**config.mk**
```make
export PLATFORM = sky130hd
export DESIGN_NAME = stable_sorted_ready_queue
export DESIGN_NICKNAME = d
export VERILOG_FILES = /design/src/rtl/ssrq_pkg.sv /design/src/rtl/stable_sorted_ready_queue.sv
export SDC_FILE = /design/constraint.sdc
export NUM_CORES = 1
export LEC_CHECK = 0
export BUFFER_PORTS_ARGS = -buffer_cell sky130_fd_sc_hd__buf_2
export CAP_MARGIN = 20
export CORE_MARGIN = 2
export CORE_UTILIZATION = 60
export CTS_CLUSTER_DIAMETER = 60
export DETAILED_ROUTE_END_ITERATION = 8
export HOLD_SLACK_MARGIN = 0.02
export PLACE_DENSITY_LB_ADDON = 0.2
export SYNTH_ARGS = -nofsm -noshare
export SYNTH_HDL_FRONTEND = slang
export SYNTH_SLANG_ARGS = --single-unit
```
**constraint.sdc**
```tcl
create_clock -name clock -period 4.5 [get_ports clock]
set_input_delay 0.675 -clock clock [delete_from_list [all_inputs] [get_ports clock]]
set_output_delay 0.675 -clock clock [all_outputs]
set_load 0.05 [all_outputs]
```
**src/rtl/ssrq_pkg.sv**
```systemverilog
// Package for the stable sorted ready queue: sizes, mode and status codes,
// item and memory entry types, and the sequencer state type.
// No dependencies.
package ssrq_pkg;

   // Queue geometry
   localparam int DEPTH    = 16;
   localparam int KEY_BITS = 32;
   localparam int ID_BITS  = 8;
   localparam int CNT_W    = $clog2(DEPTH + 1);
   localparam int ADDR_W   = $clog2(DEPTH);

   // Operation codes
   localparam logic [1:0] MODE_INSERT = 2'd0;
   localparam logic [1:0] MODE_REMOVE = 2'd1;
   localparam logic [1:0] MODE_POP    = 2'd2;
   localparam logic [1:0] MODE_LOOKUP = 2'd3;

   // Result status codes
   localparam logic [1:0] STATUS_OK   = 2'd0;
   localparam logic [1:0] STATUS_MISS = 2'd1;
   localparam logic [1:0] STATUS_FULL = 2'd2;

   typedef struct packed {
      logic [1:0]          mode;
      logic [ID_BITS-1:0]  item_id;
      logic [KEY_BITS-1:0] item_key;
   } req_type;

   typedef struct packed {
      logic [1:0]          status;
      logic [ID_BITS-1:0]  out_id;
      logic [KEY_BITS-1:0] out_key;
      logic [4:0]          entry_count;
   } rsp_type;

   // One queue position as held in the memory
   typedef struct packed {
      logic [ID_BITS-1:0]  id;
      logic [KEY_BITS-1:0] key;
   } entry_type;

   typedef enum logic [2:0] {
      S_IDLE,
      S_INS_WALK,
      S_INS_PLACE,
      S_FIND,
      S_SHIFT,
      S_DONE
   } state_type;

endpackage

```
**src/rtl/stable_sorted_ready_queue.sv**
```systemverilog
// One item at a time; the next is taken the cycle after the result register loads.
// Insert walks from the tail, one entry per cycle, shifting larger keys up;
// remove and pop walk from the head and close the gap; lookup stops at the
// first match. The entry memory (one read, one write a cycle) sets the pace. Reset clears
// the sequencer, entry count and result valid; the entry memory needs no clearing pass.
module stable_sorted_ready_queue
   import ssrq_pkg::*;
(
   input  logic    clock,
   input  logic    reset,
   input  logic    req_valid,
   output logic    req_stall,
   input  req_type req_item,
   output logic    rsp_valid,
   input  logic    rsp_stall,
   output rsp_type rsp_item
);

   localparam logic [CNT_W-1:0] FULL_COUNT = CNT_W'(DEPTH);

   state_type            state_ff, state_in;
   logic [1:0]           mode_ff, mode_in;
   logic [ID_BITS-1:0]   id_ff, id_in;
   logic [KEY_BITS-1:0]  key_ff, key_in;
   logic [ADDR_W-1:0]    idx_ff, idx_in;
   logic [CNT_W-1:0]     count_ff, count_in;
   logic [1:0]           res_status_ff, res_status_in;
   logic [ID_BITS-1:0]   res_id_ff, res_id_in;
   logic [KEY_BITS-1:0]  res_key_ff, res_key_in;
   rsp_type              rsp_ff, rsp_in;
   logic                 rsp_valid_ff, rsp_valid_in;
   entry_type            rd_entry_ff;

   entry_type            entry_mem [DEPTH];
   logic                 wr_en;
   logic [ADDR_W-1:0]    wr_addr;
   entry_type            wr_data;
   logic [ADDR_W-1:0]    rd_addr;

   logic                 accept;
   logic                 rsp_load;
   logic [CNT_W-1:0]     idx_plus;
   logic                 at_last;
   logic                 hit;
   entry_type            new_entry;

   assign accept    = req_valid && !req_stall;
   assign req_stall = (state_ff != S_IDLE);
   assign rsp_valid = rsp_valid_ff;
   assign rsp_item  = rsp_ff;

   // Walk helpers: next position, end of the held entries, match test
   assign idx_plus  = CNT_W'(idx_ff) + CNT_W'(1);
   assign at_last   = (idx_plus == count_ff);
   assign hit       = (mode_ff == MODE_POP) || (rd_entry_ff.id == id_ff);
   assign new_entry = '{id: id_ff, key: key_ff};
   assign rsp_load  = (state_ff == S_DONE) && (!rsp_valid_ff || !rsp_stall);

   // Entry memory: one write port, one registered read port
   always_ff @(posedge clock) begin
      if (wr_en) begin
         entry_mem[wr_addr] <= wr_data;
      end
      rd_entry_ff <= entry_mem[rd_addr];
   end

   // Next state
   always_comb begin
      state_in = state_ff;
      case (state_ff)
         S_IDLE: begin
            if (req_valid) begin
               if (req_item.mode == MODE_INSERT) begin
                  if (count_ff == FULL_COUNT || count_ff == '0) begin
                     state_in = S_DONE;
                  end else begin
                     state_in = S_INS_WALK;
                  end
               end else if (count_ff == '0) begin
                  state_in = S_DONE;
               end else begin
                  state_in = S_FIND;
               end
            end
         end
         S_INS_WALK: begin
            if (rd_entry_ff.key > key_ff) begin
               if (idx_ff == '0) begin
                  state_in = S_INS_PLACE;
               end
            end else begin
               state_in = S_DONE;
            end
         end
         S_INS_PLACE: begin
            state_in = S_DONE;
         end
         S_FIND: begin
            if (hit) begin
               if (mode_ff == MODE_LOOKUP || at_last) begin
                  state_in = S_DONE;
               end else begin
                  state_in = S_SHIFT;
               end
            end else if (at_last) begin
               state_in = S_DONE;
            end
         end
         S_SHIFT: begin
            if (at_last) begin
               state_in = S_DONE;
            end
         end
         S_DONE: begin
            if (rsp_load) begin
               state_in = S_IDLE;
            end
         end
         default: begin
            state_in = S_IDLE;
         end
      endcase
   end

   // Datapath control and memory accesses per state
   always_comb begin
      mode_in       = mode_ff;
      id_in         = id_ff;
      key_in        = key_ff;
      idx_in        = idx_ff;
      count_in      = count_ff;
      res_status_in = res_status_ff;
      res_id_in     = res_id_ff;
      res_key_in    = res_key_ff;
      wr_en         = 1'b0;
      wr_addr       = '0;
      wr_data       = new_entry;
      rd_addr       = idx_plus[ADDR_W-1:0];
      case (state_ff)
         S_IDLE: begin
            // Insert starts at the tail, the others at the head
            if (req_item.mode == MODE_INSERT) begin
               rd_addr = ADDR_W'(count_ff - CNT_W'(1));
            end else begin
               rd_addr = '0;
            end
            if (req_valid) begin
               mode_in       = req_item.mode;
               id_in         = req_item.item_id;
               key_in        = req_item.item_key;
               res_status_in = STATUS_OK;
               res_id_in     = '0;
               res_key_in    = '0;
               idx_in        = rd_addr;
               if (req_item.mode == MODE_INSERT) begin
                  if (count_ff == FULL_COUNT) begin
                     res_status_in = STATUS_FULL;
                  end else if (count_ff == '0) begin
                     wr_en    = 1'b1;
                     wr_addr  = '0;
                     wr_data  = '{id: req_item.item_id, key: req_item.item_key};
                     count_in = CNT_W'(1);
                  end
               end else if (count_ff == '0) begin
                  res_status_in = STATUS_MISS;
               end
            end
         end
         S_INS_WALK: begin
            // Move a larger key up one place, or drop the new entry above it
            rd_addr = idx_ff - ADDR_W'(1);
            wr_en   = 1'b1;
            wr_addr = idx_plus[ADDR_W-1:0];
            if (rd_entry_ff.key > key_ff) begin
               wr_data = rd_entry_ff;
               idx_in  = idx_ff - ADDR_W'(1);
            end else begin
               wr_data  = new_entry;
               count_in = count_ff + CNT_W'(1);
            end
         end
         S_INS_PLACE: begin
            wr_en    = 1'b1;
            wr_addr  = '0;
            wr_data  = new_entry;
            count_in = count_ff + CNT_W'(1);
         end
         S_FIND: begin
            // Read ahead one position while testing this one
            if (hit) begin
               res_id_in  = rd_entry_ff.id;
               res_key_in = rd_entry_ff.key;
               if (mode_ff != MODE_LOOKUP) begin
                  if (at_last) begin
                     count_in = count_ff - CNT_W'(1);
                  end else begin
                     idx_in = idx_plus[ADDR_W-1:0];
                  end
               end
            end else if (at_last) begin
               res_status_in = STATUS_MISS;
            end else begin
               idx_in = idx_plus[ADDR_W-1:0];
            end
         end
         S_SHIFT: begin
            // Close the gap: move each later entry down one place
            wr_en   = 1'b1;
            wr_addr = idx_ff - ADDR_W'(1);
            wr_data = rd_entry_ff;
            if (at_last) begin
               count_in = count_ff - CNT_W'(1);
            end else begin
               idx_in = idx_plus[ADDR_W-1:0];
            end
         end
         S_DONE: begin
         end
         default: begin
         end
      endcase
   end

   // Result register
   always_comb begin
      rsp_in       = rsp_ff;
      rsp_valid_in = rsp_valid_ff && rsp_stall;
      if (rsp_load) begin
         rsp_in.status      = res_status_ff;
         rsp_in.out_id      = res_id_ff;
         rsp_in.out_key     = res_key_ff;
         rsp_in.entry_count = 5'(count_ff);
         rsp_valid_in       = 1'b1;
      end
   end

   // Control state
   always_ff @(posedge clock) begin
      if (reset) begin
         state_ff     <= S_IDLE;
         count_ff     <= '0;
         rsp_valid_ff <= 1'b0;
      end else begin
         state_ff     <= state_in;
         count_ff     <= count_in;
         rsp_valid_ff <= rsp_valid_in;
      end
   end

   // Working registers and held item
   always_ff @(posedge clock) begin
      mode_ff       <= mode_in;
      id_ff         <= id_in;
      key_ff        <= key_in;
      idx_ff        <= idx_in;
      res_status_ff <= res_status_in;
      res_id_ff     <= res_id_in;
      res_key_ff    <= res_key_in;
      rsp_ff        <= rsp_in;
   end

`ifndef ASSERT_OFF
   a_count_bound: assert property (@(posedge clock) disable iff (reset)
      count_ff <= FULL_COUNT)
      else $error("entry count above depth");

   a_count_step: assert property (@(posedge clock) disable iff (reset)
      (count_ff != $past(count_ff)) |->
         (count_ff == $past(count_ff) + CNT_W'(1) ||
          count_ff == $past(count_ff) - CNT_W'(1)))
      else $error("entry count moved by more than one");

   a_accept_busy: assert property (@(posedge clock) disable iff (reset)
      accept |=> (state_ff != S_IDLE))
      else $error("accepted item did not start work");

   a_full_count: assert property (@(posedge clock) disable iff (reset)
      (rsp_valid_ff && rsp_ff.status == STATUS_FULL) |->
         (rsp_ff.entry_count == 5'(FULL_COUNT)))
      else $error("full status with spare room");

   a_write_busy: assert property (@(posedge clock) disable iff (reset)
      (wr_en && state_ff == S_IDLE) |-> (count_ff == '0))
      else $error("idle write outside empty insert");
`endif

endmodule
```
---- Word-level counts from Yosys, hierarchy flattened ----
Memories as Yosys holds them, arrays and structs flattened. A register that Yosys moved wholly into a read port is not among the register bits.
Cells that the tools add are included.
word-level totals
  register bits after elaboration ......... 144
  RAM bits ................................ 640
  input port bits ......................... 46
  output and inout port bits .............. 49
  memories ................................ 1
memories
  name       depth  width  read ports  clocked after memory_dff  wr ports  line                             text
  entry_mem  16     40     1           1                         1         stable_sorted_ready_queue.sv:34  entry_type entry_mem [DEPTH];
operators by class
  add/subtract/negate cells ............... 4
  $lt $le $gt $ge ......................... 1
  equal/unequal tests ..................... 24
  multiplexer cells ....................... 56
  reduce and logical (&&, ||, !) cells .... 23
operator list
  operator                                        count
  2-to-1 mux 40 bit                               5
  one-hot mux 40 bit (3 select lines)             1
  2-to-1 mux 32 bit                               2
  one-hot mux 32 bit (2 select lines)             1
  2-to-1 mux 5 bit                                8
  > comparator 32 bit                             1
  2-to-1 mux 3 bit                                9
  one-hot mux 5 bit (5 select lines)              1
  2-to-1 mux 4 bit                                6
  inequality test 2 bit (second input constant)   12
  one-hot mux 3 bit (6 select lines)              1
  2-to-1 mux 8 bit                                2
  one-hot mux 4 bit (2 select lines)              2
  one-hot mux 4 bit (4 select lines)              1
  one-hot mux 8 bit (2 select lines)              1
  2-to-1 mux 2 bit                                5
  2-to-1 mux 1 bit                                9
  == test 8 bit                                   1
  AND reduction 4 bit                             2
  AND reduction 8 bit                             1
  == test 3 x 2 -> 1 bit (second input constant)  2
  == test 3 bit (second input constant)           2
  inequality test 3 bit (second input constant)   2
  AND reduction 3 bit                             2
  other kinds (23)                                29

---- Depth between registers and ports, before layout ----
Gate-level depths: netlist of the first run.
  depth in word-level cells ............... 8
  depth in mapped cells ................... 13
  gate-level depth less buffers ........... 9

---- Worst setup path after synthesis of the first run ----
Ideal clock, no wire load.
  kind .................................... in2reg
  from .................................... input port req_valid
  to ...................................... memory entry_mem[4][0] in the netlist's numbering, enable pin
  setup time .............................. 0.437 ns
  data arrival time ....................... 3.725 ns
  data required time ...................... 4.063 ns
  slack ................................... 0.337 ns
  stages .................................. 8
  buffers on the path ..................... 2
  path through ............................ or4b_1 -> buf_2 -> nor3_4 -> buf_2 -> nor2_1 -> nor3_1 -> a21oi_1 -> nor2_1
on the way
  longest elaborated chain between the ends .. 4
ends and longest elaborated chain
  element                                 line                              text
  start, declared                         stable_sorted_ready_queue.sv:11   input logic req_valid,
  2-to-1 mux 1 bit                        stable_sorted_ready_queue.sv:147  if (req_valid) begin
  one-hot mux 1 bit (2 select lines)      stable_sorted_ready_queue.sv:139  case (state_ff)
  2-to-1 mux 1 bit                        stable_sorted_ready_queue.sv:61   if (wr_en) begin
  2-to-1 mux 1 bit (implied by the code)  stable_sorted_ready_queue.sv:62   entry_mem[wr_addr] <= wr_data;
  end, declared                           stable_sorted_ready_queue.sv:34
Every way passes these cells.

==> metrics.yaml, run 1 <==
critical_path:
  critPathLaunchType: "flip-flop"
  cp.required_ns: 4.78
  path_class: "reg -> reg"
  reg2reg_depth: 10
  end_kind: "flip-flop"
  rrSetupSlack_ns: 0.26
  arrival_ns: 4.52
  crit_start: "key_ff[30]"
  timing.rr.end: "entry_mem[4][0]"
  cp_max_fo: 23
  timing.rr.start: "key_ff[30]"
logic_synthesis:
  syn_nets: 2642
  synth_top_cell_by_area: "edfxtp_1"
  ys_top_cells_by_area: "edfxtp_1, a211oi_1, nand2_1, nor2b_1, dfxtp_1"
  netlist.area_leader.share_pct: 68.08
  synth_area_um2: 34180
  synth.ff_latch_count: 824
  synth.distinct_cells: 67
  yosysWarnings: 0
  ys_seq_area_share_pct: 70.95
  synth_edf_count: 775
  synth-main-ff-cell: "edfxtp_1"
  avgSynthCellArea_um2: 13.35
  synthArstFlopShare_pct: 0
  synthCells: 2560
grt:
  antenna_found_initial: 8
  grtUsageTotal_pct: 30.11
  met3_usage_pct: 6.424
  grt_pass1_wl_mm: 132.6
  grt_most_used_layer: "met2"
  gr-usage-met2_pct: 46.37
  gr-usage-met1_pct: 42.57
  grt_pass1_vias: 21670
  grt.overflow.total: 0
  grt_max_degree: 125
status:
  status: "finished, final reports clean"
clock_tree:
  cts_buffer_depth: 3
  ctsHoldBuffers: 0
  clock-sinks: 824
  worstSkewPairLatency_ns: 0.64
  cts_buffers: 80
  cts_max_level: 3
  post-cts-setup-buffers: 0
  ctsResizeCount: 0
  clkTransAtPathRegs_ns: 0.06
  root_buffer: "clkbuf_16"
  cts_tree: "done"
detailed_routing:
  dr.first_iter.drc_count: 2800
  ant_nets: 0
  vias: 22540
  via_per_inst: 6.534
  first_pass_iters: 6
  drt_wl_total_mm: 88.61
  route.detailed.drc: 0
  wire_per_inst_um: 25.68
sta:
  fin_setup_tns_ns: 0
  setup_ws_ns: 0.2594
  period_share_pct: 94.24
  hold_ws_ns: 0.2515
  worstMarginPinSlew_ns: 1.141
  period_needed_ns: 4.241
  setup_viol: 0
  rsz0062_at_grt: "no"
  finalMaxSlewViolations: 0
  fmax_mhz: 235.8
  clock-skew-final_ns: 0.03017
  hold_violations: 0
  maxSlewHeadroom_pct: 23.65
floorplanning:
  die-height_um: 242.7
  dieArea_um2: 58900
  die_w_um: 242.7
  coreArea_um2: 56390
  io_pins: 95
  row_count: 87
  initial_core_util_pct: 60.62
finish:
  drive_gt1_share_pct: 12.19
  nFillCells: 3917
  fin_cells: 3450
  fin_area_um2: 38520
  area.growth.synth_to_final_pct: 12.68
  layout.nets: 2713
  post-route-util_pct: 68.31
place:
  dp_cells: 3305
  dp_slack_ns: 0.4153
  placed_cell_area_um2: 35860
  gp_congestion: 0.8906
  dp_hpwl_mm: 50.73
  io_buffers: 94
hold_path:
  min_path_cells: 1
  worstHoldPathType: "in -> reg"
  hp-start: "req_item[32]"
  hold_end: "id_ff[0]"
power:
  power_mw: 33.17
  irDropWorstVdd_mv: 0.8532
  leakage_nw: 12.92
  power_density_nw_per_um2: 861.0
job:
  max-cap-violations: 0
==> report_power, final <==
group          internal (mW)  total [mW]  switching, mW
sequential              11.8        12.5          0.690
combinational           3.95        13.9           9.90
clock                   4.03        6.79           2.76
total                   19.8        33.2           13.3
==> kinds of logic after synthesis <==
kind of cell	Yosys count	synth area share [%]
buffers and inverters	229	2.837
muxes	2	0.05857
xor gates and xnor gates	19	0.4868
and+or+nand+nor	786	10.68
DFF	824	70.95
AOI/OAI and AO/OA	664	13.67
adders and majority gates	36	1.318
==> final cells by class <==
| cell class | count | area [um2] | share of cell area [%] |
|---|---|---|---|
| Sequential cell | 824 | 24250 | 62.97 |
| Timing Repair Buffer | 174 | 1309 | 3.398 |
| Antenna cell | 3 | 7.507 | 0.01949 |
| Multi-Input combinational cell | 1507 | 9183 | 23.84 |
| Inverter | 44 | 165.2 | 0.4288 |
| Clock inverter | 32 | 426.7 | 1.108 |
| Tap cell | 756 | 945.9 | 2.456 |
| Clock buffer | 110 | 2227 | 5.782 |
==> how the worst max path moves through the flow <==
stage / end / slack, ns
2_1_floorplan: entry_mem[4][0] / 0.34
3_3_place_gp: entry_mem[14][21] / 0.53
3_5_place_dp: entry_mem[14][0] / 0.42
4_1_cts: entry_mem[4][0] / 0.39
5_1_grt: entry_mem[4][0] / 0.03
6_report: entry_mem[4][0] / 0.26
==> cells in the final DEF, fill, tap and decap left out, types with 5 or more instances in the layout <==
master     synthesis  final
nor2b_1          162    162
clkinv_1           0      9
a211oi_1         206    205
a21boi_0          17     17
nor2_4             0     16
and2_1             5      5
and3_1            42     42
buf_4              7     61
clkbuf_8           0      7
a221o_1           21     21
nand4_1           11     11
edfxtp_1         775    775
nand3_1           13     12
a311oi_1          82     82
ha_1              36     36
inv_1             43     42
nand2b_1           6      6
a21oi_1          131    128
clkbuf_1         103     21
nand2_1          402    402
dfxtp_1           49     48
nor2_1           112     95
bufinv_16          0     10
a31oi_1          105    105
clkbuf_16          0     82
buf_12             0     19
clkinv_2           0      7
o21a_1            22     22
xor2_1             6      6
a22oi_1           24     24
nor3_1            10     10
buf_2             61     94
xnor2_1           13     13
o21ai_0           18     18
==> metal layers <==
metal | up-vias | share of wire (%)
li1 | 9915 | -
met3 | 214 | 11
met5 | - | 0.015
met1 | 11070 | 40
met2 | 1344 | 46
met4 | 2 | 3.3
==> worst max-delay path, cell delays in order, from the launching register on <==
cell and delay (ns):
edfxtp_1 0.36, inv_1 0.09, ha_1 0.32, nand4_1 0.23, nor4_2 0.42, nand2_1 0.09, a31oi_1 0.65, or3_1 0.28
nand3_2 0.52, buf_12 0.41, a221o_1 0.52
==> cell usage after synthesis, types with 7 or more instances <==
library cell / n
a31oi_1: 105
a221o_1: 21
o21a_1: 22
buf_1: 13
a22oi_1: 24
nand3_1: 13
buf_2: 61
a211oi_1: 206
ha_1: 36
a311oi_1: 82
nand4_1: 11
nor2_1: 112
nand2_1: 402
and3_1: 42
buf_4: 7
edfxtp_1: 775
o21ai_0: 18
a21oi_1: 131
inv_1: 43
xnor2_1: 13
a21boi_0: 17
nor3_1: 10
dfxtp_1: 49
clkbuf_1: 103
nor2b_1: 162
==> registers in the layout (all words and copies together) (netlist names) <==
register and count:
entry_mem 640, rsp_item 47, rd_entry_ff 40, key_ff 32
res_key_ff 32, id_ff 8, res_id_ff 8, count_ff 5
idx_ff 4, state_ff 3, mode_ff 2, res_status_ff 2
rsp_valid 1
Power figures use the tool's default switching activity.
==> inputs of run 2 (changes only) <==
- PLACE_DENSITY_LB_ADDON: 0.2 -> 0.05
==> run 2 against run 1 <==
Compared with the run above:
- sequential power about the same
- clock skew decreased by 0.0022 ns
- power increased by 0.88%
- final cell count increased by 0.14%
- highest routed layer unchanged
- clock power increased by 1%
- wire length increased by 1.9%
- design area increased by 0.53%
- core utilization increased by 0.36 points
- combinational power about the same
- largest cell class unchanged
==> metrics.yaml, run 2 (synthesis gave the netlist of run 1 again) <==
status:
  status: "finished, final reports clean"
finish:
  drive_gt1_share_pct: 12.19  # about the same
  largest_register_ffs: 640  # unchanged
  top_register: "entry_mem"
  area.growth.synth_to_final_pct: 13.27
  final_common_cell: "edfxtp_1"
  layout.nets: 2714  # +0.037%
  fin_cells: 3455  # +0.14%
  final_cell_mix: "edfxtp_1, nand2_1, a211oi_1, nor2b_1, a21oi_1"
  nFillCells: 3992  # +1.9%
  fin_area_um2: 38720  # +0.53%
clock_tree:
  cts_max_level: 3  # unchanged
  cts_buffer_depth: 3  # unchanged
  cts_tree: "done"
  root_buffer: "clkbuf_16"
  post-cts-setup-buffers: 0  # unchanged
  worstSkewPairLatency_ns: 0.63  # about the same
  ctsHoldBuffers: 0  # unchanged
  clkTransAtPathRegs_ns: 0.06  # about the same
  cts_buffers: 82  # +2.5%
  clock-sinks: 824  # unchanged
  ctsResizeCount: 0  # unchanged
sta:
  finalMaxSlewViolations: 0  # unchanged
  setup_viol: 0  # unchanged
  period_share_pct: 86.04  # -8.2 points
  fin_setup_tns_ns: 0  # unchanged
  maxSlewHeadroom_pct: 43.39  # +20 points
  fmax_mhz: 258.3  # +9.5%
  worstMarginPinSlew_ns: 0.8491  # -0.2918 ns
  clock-skew-final_ns: 0.02794  # -0.002236 ns
  rsz0062_at_grt: "no"
  hold_violations: 0  # unchanged
  period_needed_ns: 3.872  # -0.3690 ns
detailed_routing:
  first_pass_iters: 6  # unchanged
  drt_wl_total_mm: 90.26  # +1.9%
  vias: 22370  # -0.78%
  ant_nets: 0  # unchanged
  wire_per_inst_um: 26.12  # +1.7%
  route.detailed.drc: 0  # unchanged
  via_per_inst: 6.474  # -0.92%
  dr.first_iter.drc_count: 2832  # +1.1%
place:
  dp_hpwl_mm: 50.68  # -0.10%
  gp_congestion: 0.9097  # +2.1%
  io_buffers: 94  # unchanged
  dp_cells: 3304  # -0.030%
  placed_cell_area_um2: 36040  # +0.50%
critical_path:
  arrival_ns: 4.16  # -0.36 ns
  critPathLaunchType: "flip-flop"
  cp_max_fo: 28  # +22%
  end_kind: "flip-flop"
  path_class: "reg -> reg"
  cp.required_ns: 4.79  # about the same
power:
  seqPwrFrac_pct: 37.5  # -0.3 points
  switching_share_pct: 40.11  # -0.14 points
  pwr-share-comb_pct: 41.9  # about the same
  p_switching_mw: 13.42  # +0.53%
  p_int_mw: 20.04  # +1.1%
  clkPwrFrac_pct: 20.6  # about the same
  power_density_nw_per_um2: 864.1  # +0.35%
  leakage_nw: 12.97  # +0.43%
  irDropWorstVdd_mv: 0.5405  # -37%
floorplanning:
  die_w_um: 242.7  # unchanged
  initial_core_util_pct: 60.62  # unchanged
  io_pins: 95  # unchanged
  die-height_um: 242.7  # unchanged
  row_count: 87  # unchanged
  coreArea_um2: 56390  # unchanged
  dieArea_um2: 58900  # unchanged
hold_path:
  worstHoldPathType: "in -> reg"
grt:
  grtUsageTotal_pct: 30.57  # +0.46 points
  grt_pass1_wl_mm: 133.7  # +0.87%
  grt_max_degree: 113  # -9.6%
  grt.overflow.total: 0  # unchanged
  antenna_found_initial: 4  # -4
  grt_pass1_vias: 21190  # -2.3%
job:
  max-cap-violations: 0  # unchanged
[run 2: routing by layer]
metal / routed length (um) / vias up / track usage [%]
li1: - / 9925 / -
met4: 2457 / 2 / 9.996
met5: 13 / - / 0
met1: 38010 / 11090 / 45.55
met3: 8660 / 181 / 4.688
met2: 41110 / 1167 / 46.78
[run 2: per-stage QoR]
stage | util [%] | hold WS [ns] | total power [mW] | worst slack (ns)
2_1_floorplan | - | 0.4003 | 21.52 | 0.3371
3_3_place_gp | 63.91 | 0.4018 | 26.08 | 0.7822
3_5_place_dp | 63.91 | 0.4045 | 26.41 | 0.6933
4_1_cts | 68.67 | 0.2467 | 33.33 | 0.6845
5_1_grt | 68.67 | 0.2593 | 35.12 | 0.3351
6_report | 68.67 | 0.2700 | 33.46 | 0.6284
[run 2: path summary, 6_finish.rpt]
path                      start          endpoint  slack (ns)  cells after the start
setup / recovery     key_ff[30]  entry_mem[6][18]        0.63                     10
hold reg to reg   res_key_ff[2]       rsp_item[7]        0.42                      0
hold / removal     req_item[18]        key_ff[18]        0.27                      1
setup reg to reg     key_ff[30]  entry_mem[6][18]        0.63                     10
[run 2: power groups by stage]
stage	Clock [mW]	Sequential [mW]	Combinational (mW)
4_1_cts	6.97	12.5	13.8
5_1_grt	7.27	12.7	15.2
6_report	6.89	12.6	14.0
3_5_place_dp	0	12.7	13.7
2_1_floorplan	0	12.5	9.01
3_3_place_gp	0	12.6	13.5
[run 2: critical path, stage by stage, from the launching register on]
cell and delay [ns]:
edfxtp_1 0.35, inv_1 0.08, ha_1 0.34, nand4_1 0.23, nor4_2 0.49, nand2_1 0.09, a31oi_1 0.44, or3_1 0.28
nand3_2 0.35, buf_12 0.34, a221o_1 0.52
[run 2: layout make-up]
cell class	count	area [um2]	area share [%]
repair buffers	173	1489	3.845
diodes	1	2.502	0.006463
well taps	756	945.9	2.443
flip-flops and latches	824	24250	62.64
clock inverters	32	422.9	1.092
multi-input cells	1507	9183	23.71
inverters	44	165.2	0.4265
clock buffers	118	2258	5.833
